### src/tty_opp_pkg.sv
// Package for the terminal output post-processor.
// Holds the item structs, the character codes, register indexes and sizing constants.
// Has no dependencies; every module of the block imports it.
package tty_opp_pkg;

   localparam int TAB_STOP = 8;
   localparam int COL_W = 16;
   localparam int PHASE_W = $clog2(TAB_STOP);
   localparam logic [COL_W-1:0] COL_MAX = {COL_W{1'b1}};
   localparam logic [PHASE_W-1:0] COL_MAX_PHASE = PHASE_W'((2 ** COL_W - 1) % TAB_STOP);
   localparam logic [PHASE_W-1:0] PHASE_LAST = PHASE_W'(TAB_STOP - 1);

   localparam int OMODE_W = 5;
   localparam int EMODE_W = 3;
   localparam int CSR_DATA_W = 5;
   localparam int CSR_INDEX_W = 1;

   localparam logic [CSR_INDEX_W-1:0] REG_OUTPUT_MODE = 1'b0;
   localparam logic [CSR_INDEX_W-1:0] REG_ECHO_MODE = 1'b1;
   localparam logic [OMODE_W-1:0] OUTPUT_MODE_RESET = 5'd19;
   localparam logic [EMODE_W-1:0] ECHO_MODE_RESET = 3'd1;

   localparam int OM_OPOST = 0;
   localparam int OM_ONLCR = 1;
   localparam int OM_OCRNL = 2;
   localparam int OM_ONOCR = 3;
   localparam int OM_ONLRET = 4;
   localparam int EM_ECHO = 0;
   localparam int EM_ECHONL = 1;
   localparam int EM_EXTPROC = 2;

   localparam logic OP_WRITE = 1'b0;
   localparam logic OP_ECHO = 1'b1;

   localparam logic [7:0] CH_BS = 8'h08;
   localparam logic [7:0] CH_TAB = 8'h09;
   localparam logic [7:0] CH_NL = 8'h0A;
   localparam logic [7:0] CH_CR = 8'h0D;
   localparam logic [7:0] CH_SPACE = 8'h20;
   localparam logic [7:0] CH_DEL = 8'h7F;

   localparam int QUEUE_DEPTH = 3;
   localparam int QCNT_W = $clog2(QUEUE_DEPTH + 1);

   typedef struct packed {
      logic       op;
      logic [7:0] char_code;
   } req_item_type;

   typedef struct packed {
      logic [7:0]       out_char;
      logic             last_of_item;
      logic [COL_W-1:0] column_now;
   } rsp_item_type;

   typedef struct packed {
      logic [1:0]         count;
      rsp_item_type       first;
      rsp_item_type       second;
      logic               update;
      logic [COL_W-1:0]   col_next;
      logic [PHASE_W-1:0] phase_next;
   } xlate_out_type;

endpackage

### src/tty_opp_xlate.sv
// Per-item translation logic of the terminal output post-processor.
// Applies echo gating and the newline and carriage-return mappings and works out the new column.
// Depends on tty_opp_pkg.
module tty_opp_xlate (
   input  tty_opp_pkg::req_item_type                item,
   input  logic [tty_opp_pkg::OMODE_W-1:0]          output_mode,
   input  logic [tty_opp_pkg::EMODE_W-1:0]          echo_mode,
   input  logic [tty_opp_pkg::COL_W-1:0]            col,
   input  logic [tty_opp_pkg::PHASE_W-1:0]          phase,
   output tty_opp_pkg::xlate_out_type               result
);
   import tty_opp_pkg::*;

   logic                pass;
   logic                newline_expand;
   logic                cr_drop;
   logic [7:0]          eff_char;
   logic [COL_W:0]      tab_sum;
   logic [COL_W-1:0]    new_col;
   logic [PHASE_W-1:0]  new_phase;

   assign pass = (item.op == OP_WRITE) ||
                 ((echo_mode[EM_ECHO] || (echo_mode[EM_ECHONL] && item.char_code == CH_NL)) &&
                  !echo_mode[EM_EXTPROC]);

   assign newline_expand = (item.char_code == CH_NL) && output_mode[OM_ONLCR];
   assign cr_drop = (item.char_code == CH_CR) && !output_mode[OM_OCRNL] &&
                    output_mode[OM_ONOCR] && (col == '0);
   assign eff_char = ((item.char_code == CH_CR) && output_mode[OM_OCRNL]) ? CH_NL
                                                                           : item.char_code;

   assign tab_sum = {1'b0, col} + (COL_W + 1)'(TAB_STOP) - (COL_W + 1)'(phase);

   always_comb begin
      new_col = col;
      new_phase = phase;
      case (eff_char)
         CH_BS: begin
            if (col != '0) begin
               new_col = col - 1'b1;
               new_phase = (phase == '0) ? PHASE_LAST : phase - 1'b1;
            end
         end
         CH_NL: begin
            if (output_mode[OM_ONLCR] || output_mode[OM_ONLRET]) begin
               new_col = '0;
               new_phase = '0;
            end
         end
         CH_TAB: begin
            if (tab_sum > {1'b0, COL_MAX}) begin
               new_col = COL_MAX;
               new_phase = COL_MAX_PHASE;
            end else begin
               new_col = tab_sum[COL_W-1:0];
               new_phase = '0;
            end
         end
         CH_CR: begin
            new_col = '0;
            new_phase = '0;
         end
         default: begin
            if (eff_char >= CH_SPACE && eff_char != CH_DEL && col != COL_MAX) begin
               new_col = col + 1'b1;
               new_phase = (phase == PHASE_LAST) ? '0 : phase + 1'b1;
            end
         end
      endcase
   end

   always_comb begin
      result.count = 2'd0;
      result.first = '{out_char: item.char_code, last_of_item: 1'b1, column_now: col};
      result.second = '{out_char: CH_NL, last_of_item: 1'b1, column_now: new_col};
      result.update = 1'b0;
      result.col_next = new_col;
      result.phase_next = new_phase;
      if (pass) begin
         if (!output_mode[OM_OPOST]) begin
            result.count = 2'd1;
         end else if (newline_expand) begin
            result.count = 2'd2;
            result.first = '{out_char: CH_CR, last_of_item: 1'b0, column_now: col};
            result.update = 1'b1;
         end else if (!cr_drop) begin
            result.count = 2'd1;
            result.first = '{out_char: eff_char, last_of_item: 1'b1, column_now: new_col};
            result.update = 1'b1;
         end
      end
   end

endmodule

### src/tty_output_post_processor_unit.sv
// Top level of the terminal output post-processor.
// Holds the input register, the cursor column state, the mode registers and the result queue.
// Depends on tty_opp_pkg and tty_opp_xlate.
//
//   port group   direction   flow control         payload
//   req_         in          req_valid/req_stall  req_item (op, char_code)
//   rsp_         out         rsp_valid/rsp_stall  rsp_item (out_char, last_of_item, column_now)
//   csr_         in          csr_wr_en            csr_index, csr_wdata
//
// An item is translated in the cycle after it is accepted; one item can be taken every cycle
// while the queue has room. A newline expanded to two bytes occupies two slots of the three-entry
// result queue. Results leave one per cycle from a registered queue head while rsp_stall is low.
// Reset is synchronous: it clears the column and all valid state and presets the mode registers.
// The input side stalls only when the result queue has too little room for the item's bytes.
module tty_output_post_processor_unit (
   input  logic                                   clock,
   input  logic                                   reset,
   input  logic                                   req_valid,
   output logic                                   req_stall,
   input  tty_opp_pkg::req_item_type              req_item,
   output logic                                   rsp_valid,
   input  logic                                   rsp_stall,
   output tty_opp_pkg::rsp_item_type              rsp_item,
   input  logic                                   csr_wr_en,
   input  logic [tty_opp_pkg::CSR_INDEX_W-1:0]    csr_index,
   input  logic [tty_opp_pkg::CSR_DATA_W-1:0]     csr_wdata
);
   import tty_opp_pkg::*;

   logic                  s1_valid_ff;
   req_item_type          s1_item_ff;
   logic [COL_W-1:0]      col_ff;
   logic [PHASE_W-1:0]    phase_ff;
   logic [OMODE_W-1:0]    output_mode_ff;
   logic [EMODE_W-1:0]    echo_mode_ff;
   rsp_item_type          queue_ff [QUEUE_DEPTH];
   rsp_item_type          queue_in [QUEUE_DEPTH];
   logic [QCNT_W-1:0]     count_ff;
   logic [QCNT_W-1:0]     count_in;

   xlate_out_type         xl;
   logic [QCNT_W-1:0]     free_slots;
   logic                  s1_adv;
   logic                  pop;
   logic [QCNT_W-1:0]     push_n;
   logic [QCNT_W-1:0]     base;

   tty_opp_xlate u_xlate (
      .item        (s1_item_ff),
      .output_mode (output_mode_ff),
      .echo_mode   (echo_mode_ff),
      .col         (col_ff),
      .phase       (phase_ff),
      .result      (xl)
   );

   assign free_slots = QCNT_W'(QUEUE_DEPTH) - count_ff;
   assign s1_adv = s1_valid_ff && (QCNT_W'(xl.count) <= free_slots);
   assign req_stall = s1_valid_ff && !s1_adv;
   assign rsp_valid = (count_ff != '0);
   assign rsp_item = queue_ff[0];
   assign pop = rsp_valid && !rsp_stall;
   assign push_n = s1_adv ? QCNT_W'(xl.count) : '0;
   assign base = count_ff - QCNT_W'(pop);
   assign count_in = base + push_n;

   always_comb begin
      for (int i = 0; i < QUEUE_DEPTH; i++) begin
         if (pop && i < QUEUE_DEPTH - 1) begin
            queue_in[i] = queue_ff[i + 1];
         end else begin
            queue_in[i] = queue_ff[i];
         end
         if (push_n != '0 && QCNT_W'(i) == base) begin
            queue_in[i] = xl.first;
         end
         if (push_n == QCNT_W'(2) && QCNT_W'(i) == base + 1'b1) begin
            queue_in[i] = xl.second;
         end
      end
   end

   always_ff @(posedge clock) begin
      if (reset) begin
         s1_valid_ff <= 1'b0;
         count_ff <= '0;
         col_ff <= '0;
         phase_ff <= '0;
         output_mode_ff <= OUTPUT_MODE_RESET;
         echo_mode_ff <= ECHO_MODE_RESET;
      end else begin
         if (!req_stall) begin
            s1_valid_ff <= req_valid;
         end
         count_ff <= count_in;
         if (s1_adv && xl.update) begin
            col_ff <= xl.col_next;
            phase_ff <= xl.phase_next;
         end
         if (csr_wr_en) begin
            case (csr_index)
               REG_OUTPUT_MODE: output_mode_ff <= csr_wdata[OMODE_W-1:0];
               REG_ECHO_MODE:   echo_mode_ff <= csr_wdata[EMODE_W-1:0];
               default: ;
            endcase
         end
      end
   end

   always_ff @(posedge clock) begin
      if (!req_stall) begin
         s1_item_ff <= req_item;
      end
      queue_ff <= queue_in;
   end

endmodule
### config.mk
export PLATFORM = sky130hd
export DESIGN_NAME = tty_output_post_processor_unit
export DESIGN_NICKNAME = d
export VERILOG_FILES = /design/src/tty_opp_pkg.sv /design/src/tty_opp_xlate.sv /design/src/tty_output_post_processor_unit.sv
export SDC_FILE = /design/constraint.sdc
export NUM_CORES = 1
export LEC_CHECK = 0
export BUFFER_PORTS_ARGS = -buffer_cell sky130_fd_sc_hd__clkbuf_2
export CORE_MARGIN = 1
export CORE_UTILIZATION = 57
export DETAILED_ROUTE_END_ITERATION = 12
export PLACE_DENSITY_LB_ADDON = 0.1
export SLEW_MARGIN = 20
export SYNTH_ARGS = -nofsm -noshare
export SYNTH_HDL_FRONTEND = slang
export SYNTH_HIERARCHICAL = 1
export SYNTH_SLANG_ARGS = --single-unit
export TNS_END_PERCENT = 30
### constraint.sdc
create_clock -name clock -period 6.31 [get_ports clock]
set_input_delay 0.3155 -clock clock [delete_from_list [all_inputs] [get_ports clock]]
set_output_delay 0.3155 -clock clock [all_outputs]
set_load 0.05 [all_outputs]
# [After elaboration in Yosys (flattened, before gate mapping)]
# Index checks and enable logic that the tools add are counted.
[classes] addsub=10 mul=0 n_div=0 n_lt_le_gt_ge=3 n_eq_ne=16 shift=0 n_mux=31 bitwise_logic=2 n_reduce_logical=42
[op_table] cell="16-bit 2-to-1 mux" n=8
[op_table] cell="25-bit 2-to-1 mux" n=5
[op_table] cell="16-bit one-hot mux with 4 select lines" n=1
[op_table] cell="27-bit 2-to-1 mux" n=2
[op_table] cell="8-bit by 4-bit == test with 1-bit output, second input constant" n=6
[op_table] cell="26-bit 2-to-1 mux" n=1
[op_table] cell="1-bit logical AND" n=19
[op_table] cell="3-bit 2-to-1 mux" n=6
[op_table] cell="16-bit by 4-bit adder with 17-bit output, second input constant" n=1
[op_table] cell="17-bit by 16-bit > comparator with 1-bit output, second input constant" n=1
[op_table] cell="17-bit by 3-bit subtractor with 17-bit output" n=1
[op_table] cell="16-bit by 1-bit adder with 16-bit output, second input constant" n=1
[op_table] cell="16-bit logical NOT" n=1
[op_table] cell="16-bit inequality test, second input constant" n=1
[op_table] cell="16-bit nonzero test" n=1
[op_table] cell="16-bit by 1-bit subtractor with 16-bit output, second input constant" n=1
[op_table] cell="3-bit one-hot mux with 4 select lines" n=1
[op_table] cell="2-bit nonzero test" n=5
[op_table] cell="8-bit by 6-bit >= comparator with 1-bit output, second input constant" n=1
[op_table] cell="8-bit 2-to-1 mux" n=1
[op_table] cell="8-bit by 7-bit inequality test with 1-bit output, second input constant" n=1
[op_table] cell="3-bit nonzero test" n=2
[op_table] cell="5-bit nonzero test" n=1
[op_table] cell="1-bit by 2-bit == test with 1-bit output, first input constant" n=2
[op_table] cell="other kinds (20)" n=34
[totals] register_bits=114 latchBits=0 ram_bits=0 romBits=0 out_inout_bits=27 wordCells=121 memories=0

# [Longest topological paths before layout]
# Gate-level depths: netlist of run 1.
[depth] depth_word=19 depth_mapped=19 mapped_depth_nobuf=16

# [Hierarchy]
# The synthesis of run 1 kept the hierarchy.
[by_module_without_submodules] mod="tty_output_post_processor_unit" instances=1 cells_per_inst=551 area_each_um2=5855.6 seq_area_each_um2=3123.0
[by_module_without_submodules] mod="tty_opp_xlate" instances=1 cells_per_inst=493 area_each_um2=3348.2 seq_area_each_um2=0.0

# [Worst setup path after synthesis of run 1]
# No wires, ideal clock.
[synth_path] path_kind="register to register" startpoint="register col_ff[0]" endpoint="register queue_ff[25] (netlist name), enable pin" setup_ns=0.496 arrival_ns=5.861 required_time_ns=5.814 setup_slack_ns=-0.047 stages_incl_launch_ff=15 period_less_slack_ns=6.357 cell_sequence="dfxtp_1 -> inv_1 -> ha_1 -> or3b_1 -> buf_2 -> or3_4 -> nor4_4 -> o21ai_0 -> and2_1 -> inv_1 -> ha_1 -> and3_1 -> a21oi_2 -> clkbuf_1 -> o311ai_0"
[synth_rtl] element="start: declaration" line_no="tty_output_post_processor_unit.sv:32" source="logic [COL_W-1:0] col_ff;"
[synth_rtl] element="start signal: assignment" line_no="tty_output_post_processor_unit.sv:97" source="col_ff <= xl.col_next;"
[synth_rtl] element="end signal: assignment" line_no="tty_output_post_processor_unit.sv:114" source="queue_ff <= queue_in;"
[synth_rtl] element="end: declaration" line_no="tty_output_post_processor_unit.sv:36" source="rsp_item_type queue_ff [QUEUE_DEPTH];"

==> results of run 1 <==
[worst max-delay path: cells and delay by family, from the launching register on]
family	cells	cell delay, ns
fa+ha+maj	2	0.50
buf+inv	3	0.74
compound gates	3	0.67
simple gates	6	2.59
flops	1	0.38
[state kept, by name, indices dropped and copies added, names as in the netlist]
signal,count
queue_ff,50
output_mode_ff,5
rsp_item,25
phase_ff,3
s1_item_ff,9
echo_mode_ff,3
col_ff,16
s1_valid_ff,1
count_ff,2
[kinds of logic (layout without fill, tap and decap cells)]
kind of cell / count (synthesis) / after routing / synth area share
AO/OA/AOI/OAI: 295 / 295 / 0.213
XOR/XNOR: 23 / 23 / 0.0219
adder cells (fa/ha/maj): 50 / 50 / 0.0688
buffers and inverters: 184 / 138 / 0.104
flip-flops: 114 / 114 / 0.339
multiplexers: 35 / 35 / 0.0420
other: 2 / 9 / 0.000816
AND/OR/NAND/NOR: 341 / 341 / 0.211
[cell usage in the layout (no fill, tap or decap), types with 13 or more instances in the layout]
cell type	count
nand4_1	63
clkbuf_16	17
o31ai_1	51
a21oi_1	58
o21ai_0	46
inv_1	41
buf_4	18
dfxtp_1	30
edfxtp_1	84
nor2_1	41
nand2_1	33
xnor2_1	20
clkbuf_2	46
ha_1	49
nor2b_1	13
nor4_1	40
mux2_2	24
nand3_1	43
a31oi_1	57
nor3_1	45
[metrics by stage]
| step | total power, mW | worst slack, ns | setup TNS [ns] | std cells | util |
|---|---|---|---|---|---|
| global placement | 2.25 | 1.24 | 0 | 1189 | 0.576 |
| global route | 3.39 | 0.786 | 0 | 1221 | 0.614 |
| detailed placement | 2.26 | 1.14 | 0 | 1189 | 0.576 |
| CTS | 3.24 | 1.14 | 0 | 1221 | 0.614 |
| floorplan | 2.03 | -0.0466 | -2.33 | 1051 | - |
| finish | 3.25 | 1.12 | 0 | 1221 | 0.614 |
[layer usage]
metal  track usage  wire [um]  part of all wire
met1         0.470      11500              0.44
met2         0.491      11800              0.45
met3        0.0570       2240             0.085
met4         0.145        889             0.034
met5             0          0                 0
[cell type report]
class                   count  area (um2)
inverters                  42         158
clock inverters            13         166
repair buffers             64         365
fillers                  1396        6100
multi-input cells         753        5210
well taps                 216         270
flip-flops and latches    114        3120
clock buffers              19         433
[power groups by stage]
| stage | combinational [mW] | sequential (mW) | clock [mW] |
|---|---|---|---|
| after global placement | 1.18 | 1.07 | 0 |
| final | 1.20 | 1.06 | 0.982 |
| after global routing | 1.29 | 1.08 | 1.03 |
| after detailed placement | 1.18 | 1.08 | 0 |
| after CTS | 1.19 | 1.06 | 0.996 |
| after floorplan | 0.968 | 1.06 | 0 |
[worst paths after layout]
kind / endpoint / slack [ns]
max: queue_ff[33]$_DFFE_PP_ / 1.12
max reg2reg: queue_ff[33]$_DFFE_PP_ / 1.12
min reg2reg: echo_mode_ff[1]$_SDFFE_PP0P_ / 0.49
min: s1_item_ff[6]$_DFFE_PN_ / 0.08
==> reports/results.txt, run 1 <==
RSZ-0062 raised after global routing -> no
Maxcap violations -> 0
Final Setup Violations -> 0
Core Area -> 15800 um2
Skew-Pair Late Insertion Delay -> 0.42 ns
CTS tree -> yes
Hold Buf Count CTS -> 0
Post-synth EDFFs -> 84
Post-synth ARST share -> 0
Worst-path fanout max -> 26
Cell count after synthesis -> 1044
Most used DFF post-synth -> edfxtp_1
Die height -> 129 um
Max clock buf depth -> 2
NetSw -> 1.33 mW
Initial antenna violation count -> 0
Hold path cells -> 1
Setup crit start -> col_ff[0]$_SDFFE_PP0P_
WP data arrival -> 5.33 ns
Max transition margin -> 0.250
Sw Share -> 0.408
Clock sink count -> 114
Synth-to-Final Area Change -> 5.64%
Hold Path Class -> in -> reg
Clock skew -> 0.00559 ns
Most frequent cell after synthesis -> edfxtp_1
NumNets Final -> 1062
Root Buffer -> clkbuf_16
Fraction of layout cells with a size suffix above 1 -> 0.143
Post-CTS Setup Bufs -> 0
Post-synth top area share -> 0.274
Sequential power share -> 0.327
Yosys warns -> 6
Max Slew Vio Count -> 0
Worst r2r src -> col_ff[0]$_SDFFE_PP0P_
DP Area -> 9120 um2
Post-DP HPWL -> 17500 um
Peak supply drop -> 0.000319 V
Total CTS buffers -> 17
Yosys top cell by area -> edfxtp_1
Avg Cell Area, Syn -> 8.82 um2
Initial drt markers -> 1220
Most frequent cells after synthesis -> edfxtp_1, clkbuf_1, nand4_1, a21oi_1, a31oi_1
Period utilization -> 0.822
Largest net degree at the start of global routing -> 70
DIE WIDTH -> 129 um
Fmax -> 0.193 GHz
CP Launch Type -> flop
GRT Overall Usage -> 0.330
Final instance area -> 9720 um2
Clk pwr share -> 0.302
Cell Chain, Critical Path -> inv_1, ha_1, or3b_1, or3_4, nor4_4, o21ai_0, and2_1, inv_1, ha_1, and3_1, a21oi_4, or2_1, o311ai_2, buf_4
Post_cts resized -> 0
TritonRoute pass-1 iters -> 5
Slew of the pin with the lowest slew margin -> 1.12 ns
Worst path slowest cell -> or2_1
Reg2Reg Depth -> 14
Drt total wl -> 26400 um
Routability cong. -> 0.939
Number of port buffers -> 46
Mapped cell area -> 9200 um2
Vias -> 8455
Vias in the first global route -> 7627
WL/cell -> 21.6 um
Worst endpoint required time -> 6.45 ns
Pleak -> 3.44 nW
Flop and latch count out of synthesis -> 114
Max stage delay on crit path -> 0.84 ns
Min-delay src -> req_item[6]
Status -> completed
Comb pwr share -> 0.370
Sequential element share of the synthesized area -> 0.339
Internal power -> 1.92 mW
Pwr Density -> 334 nW/um2
DRC -> 0
Initial Util -> 0.582
H-tree depth -> 4
Distinct cells, synth -> 80
Top cells by area, synth -> edfxtp_1, ha_1, dfxtp_1
Row count -> 46
First-pass GRT wire length -> 42200 um
I/O pin count -> 47
Vias per cell -> 6.92
Fin crit period -> 5.19 ns
Final Hold Vio Count -> 0
Ant diodes -> 0
CTS clk-pin slew, worst paths -> 0.05 ns
Crit path capture type -> flop
Die Area -> 16700 um2
Final Hold Slack -> 0.0760 ns
Antenna viol nets, final -> 0
Crit path kind -> reg -> reg
Grt ovf -> 0
No activity file was read; power rests on OpenSTA's default activity.
==> run 2, diff against run 1 <==
--- a/config.mk
+++ b/config.mk
@@ -5,6 +5,7 @@
 export SDC_FILE = /design/constraint.sdc
 export NUM_CORES = 1
 export LEC_CHECK = 0
+export ABC_AREA = 1
 export BUFFER_PORTS_ARGS = -buffer_cell sky130_fd_sc_hd__clkbuf_2
 export CORE_MARGIN = 1
 export CORE_UTILIZATION = 57
==> constraint.sdc (replaced) <==
create_clock -name clock -period 4.2 [get_ports clock]
set_input_delay 0.21 -clock clock [delete_from_list [all_inputs] [get_ports clock]]
set_output_delay 0.21 -clock clock [all_outputs]
set_load 0.05 [all_outputs]
==> reports/results.txt, run 2 <==
Status -> completed
Biggest register -> queue_ff
Total CTS buffers -> 17
Largest family of logic cells by synthesized area -> simple AND/OR/NAND/NOR gates
Synth-to-Final Area Change -> 8.60%
Vias per cell -> 5.41
Min-delay src -> csr_wdata[0]
Mux contribution to synthesized area -> 0
Vias in the first global route -> 7818
Most frequent cells in the layout -> nand2_1, nand3_1, inv_1
Post-Synth XOR/XNOR Area -> 0.0156
WL/cell -> 15.5 um
Sequential element share of the synthesized area -> 0.330
Post-CTS Setup Bufs -> 0
Core Area -> 16100 um2
Cell count after synthesis -> 1367
Fmax -> 0.261 GHz
Pleak -> 5.07 nW
Final Setup Violations -> 0
Post-DP HPWL -> 17600 um
Sw Share -> 0.433
Clock sink count -> 114
Largest net degree at the start of global routing -> 51
Final Hold Vio Count -> 0
Max reg flops -> 50
Setup Total Neg Slack -> 0 ns
Mapped cell area -> 9470 um2
Fraction of layout cells with a size suffix above 1 -> 0.131
Avg Cell Area, Syn -> 6.93 um2
Sequential power share -> 0.297
CP Launch Type -> flop
Vias -> 8694
WP data arrival -> 4.11 ns
Hold EP -> echo_mode_ff[0]$_SDFFE_PP1P_
Distinct cells, synth -> 46
Clk pwr share -> 0.259
Maxcap violations -> 0
Initial antenna violation count -> 0
Drt total wl -> 25000 um
Worst-path fanout max -> 42
Internal power -> 3.03 mW
Hold path cells -> 3
Worst R2R End -> rsp_item[14]$_DFFE_PP_
Initial Util -> 0.590
Cell Chain, Critical Path -> inv_1, ha_1, nand2_1, nor2_2, nand2_4, inv_2, nand3_1, nand2_1, nand2_1, nand2_1, inv_1, inv_1, ha_1, inv_1, nand2_1, nand2_1, nand2_1, nand3_2, nor2_4, buf_4, nand3_1, nand2_1
GRT Overall Usage -> 0.307
Post-synth ARST share -> 0
Max transition margin -> 0.325
Max stage delay on crit path -> 0.46 ns
Most frequent cell after synthesis -> nand2_1
Grt ovf -> 0
Area share of fa/ha/maj cells after synthesis -> 0.0668
Initial drt markers -> 904
DIE WIDTH -> 131 um
Reg2Reg Setup Slack -> 0.37 ns
Commonest non-fill, non-tap cell in the layout -> nand2_1
Most used cell, CP -> nand2_1
Slew of the pin with the lowest slew margin -> 1.01 ns
Worst r2r src -> col_ff[11]$_SDFFE_PP0P_
Pwr Density -> 519 nW/um2
CTS tree -> yes
Placed insts -> 1564
Top cells by area, synth -> edfxtp_1, nand2_1, nand3_1
Worst path slowest cell -> buf_4
Ant diodes -> 0
NetSw -> 2.31 mW
Clock skew -> 0.0127 ns
Reg2Reg Depth -> 22
Yosys warns -> 6
Most used DFF post-synth -> edfxtp_1
Row count -> 46
Yosys top cell by area -> edfxtp_1
Number of port buffers -> 46
Routability cong. -> 0.956
Post-Route Utilization -> 0.641
Root Buffer -> clkbuf_16
Fin crit period -> 3.83 ns
Skew-Pair Late Insertion Delay -> 0.42 ns
Worst endpoint required time -> 4.48 ns
Non-Filler Instances -> 1608
Max clock buf depth -> 2
Most frequent cells after synthesis -> nand2_1, nand3_1, inv_1, nor2_1, edfxtp_1
H-tree depth -> 4
Simple logic cell fraction of the synthesized area -> 0.361
Crit path kind -> reg -> reg
NumNets Final -> 1449
Post-synth top area share -> 0.266
Hold Path Class -> in -> reg
First-pass GRT wire length -> 40400 um
Peak supply drop -> 0.000383 V
TritonRoute pass-1 iters -> 6
Period utilization -> 0.911
Synth Area in Compound Gates -> 0.0679
DRC -> 0
Comb pwr share -> 0.444
Antenna viol nets, final -> 0
Post-synth EDFFs -> 84
Max Slew Vio Count -> 0
Die Area -> 17100 um2
Flop and latch count out of synthesis -> 114
I/O pin count -> 47
Crit path capture type -> flop
RSZ-0062 raised after global routing -> no
Die height -> 131 um
CTS clk-pin slew, worst paths -> 0.05 ns
[run 2: cell count changes in the layout (fill, tap and decap cells not counted), sizes merged, moves of 51 or more]
cell,change
a31oi,-56
inv,+168
nand2,+319
nand3,+198
nor2,+70
o31ai,-51
[run 2: cell families (layout without fill, tap and decap cells)]
family                     count (synthesis)  in the layout
AOI/OAI and AO/OA                        120            120
xor gates and xnor gates                  16             16
adders and majority gates                 50             50
buffers and inverters                    321            339
DFF                                      114            114
other                                      2              9
and+or+nand+nor                          744            744
[run 2: per-layer routing]
layer | up-vias | share of wire | wire length (um) | track usage
met2 | 372 | 0.45 | 11400 | 0.483
met1 | 3918 | 0.46 | 11400 | 0.440
met3 | 37 | 0.075 | 1870 | 0.0423
li1 | 4367 | - | - | -
met5 | - | 0 | 0 | 0
met4 | 0 | 0.015 | 381 | 0.0879
[run 2: area by class of cell]
| type | count | area, um2 |
|---|---|---|
| Inverter | 211 | 795 |
| Clock buffer | 24 | 492 |
| Fill cell | 1464 | 5770 |
| Tap cell | 216 | 270 |
| Timing Repair Buffer | 96 | 652 |
| Multi-Input combinational cell | 939 | 4880 |
| Clock inverter | 8 | 77.6 |
| Sequential cell | 114 | 3120 |
[run 2: how the worst max path moves through the flow]
stage                                       start                      to  slack, ns  depth (start not counted)
after global placement    col_ff[11]$_SDFFE_PP0P_   rsp_item[2]$_DFFE_PP_       0.57                         23
after detailed placement  col_ff[11]$_SDFFE_PP0P_   rsp_item[2]$_DFFE_PP_       0.46                         23
after CTS                 col_ff[11]$_SDFFE_PP0P_  queue_ff[35]$_DFFE_PP_       0.39                         23
after floorplan           col_ff[11]$_SDFFE_PP0P_  queue_ff[25]$_DFFE_PP_       0.54                         20
final                     col_ff[11]$_SDFFE_PP0P_  rsp_item[14]$_DFFE_PP_       0.37                         22
after global routing      col_ff[11]$_SDFFE_PP0P_  rsp_item[14]$_DFFE_PP_       0.04                         22
[run 2: stage by stage]
| step | cell area, um2 | total power, mW | worst slack [ns] | hold slack, ns |
|---|---|---|---|---|
| after floorplan | 9500 | 3.51 | 0.538 | 0.281 |
| after global placement | 9590 | 3.91 | 0.574 | 0.387 |
| after detailed placement | 9590 | 3.93 | 0.457 | 0.389 |
| after CTS | 10300 | 5.32 | 0.388 | 0.00906 |
| after global routing | 10300 | 5.69 | 0.0448 | 0.0196 |
| final | 10300 | 5.34 | 0.373 | 0.0165 |
[run 2: power by group through the flow]
stage	registers (mW)	logic [mW]	clock network, mW
global placement	1.61	2.30	0
finish	1.59	2.37	1.38
CTS	1.59	2.34	1.39
floorplan	1.61	1.90	0
global route	1.61	2.64	1.45
detailed placement	1.61	2.33	0
[run 2: repair_timing]
action,CTS,global route
hold endpoints to repair,13,0
endpoints found under the setup margin,0,1
resized for setup,0,1
hold buffers,12,0
[run 2: critical path, delay by kind of cell, from the launching register on]
kind | cells | cell delay, ns
adder cells (fa/ha/maj) | 2 | 0.36
buffers and inverters | 6 | 1.01
AND/OR/NAND/NOR | 14 | 1.88
flip-flops | 1 | 0.40
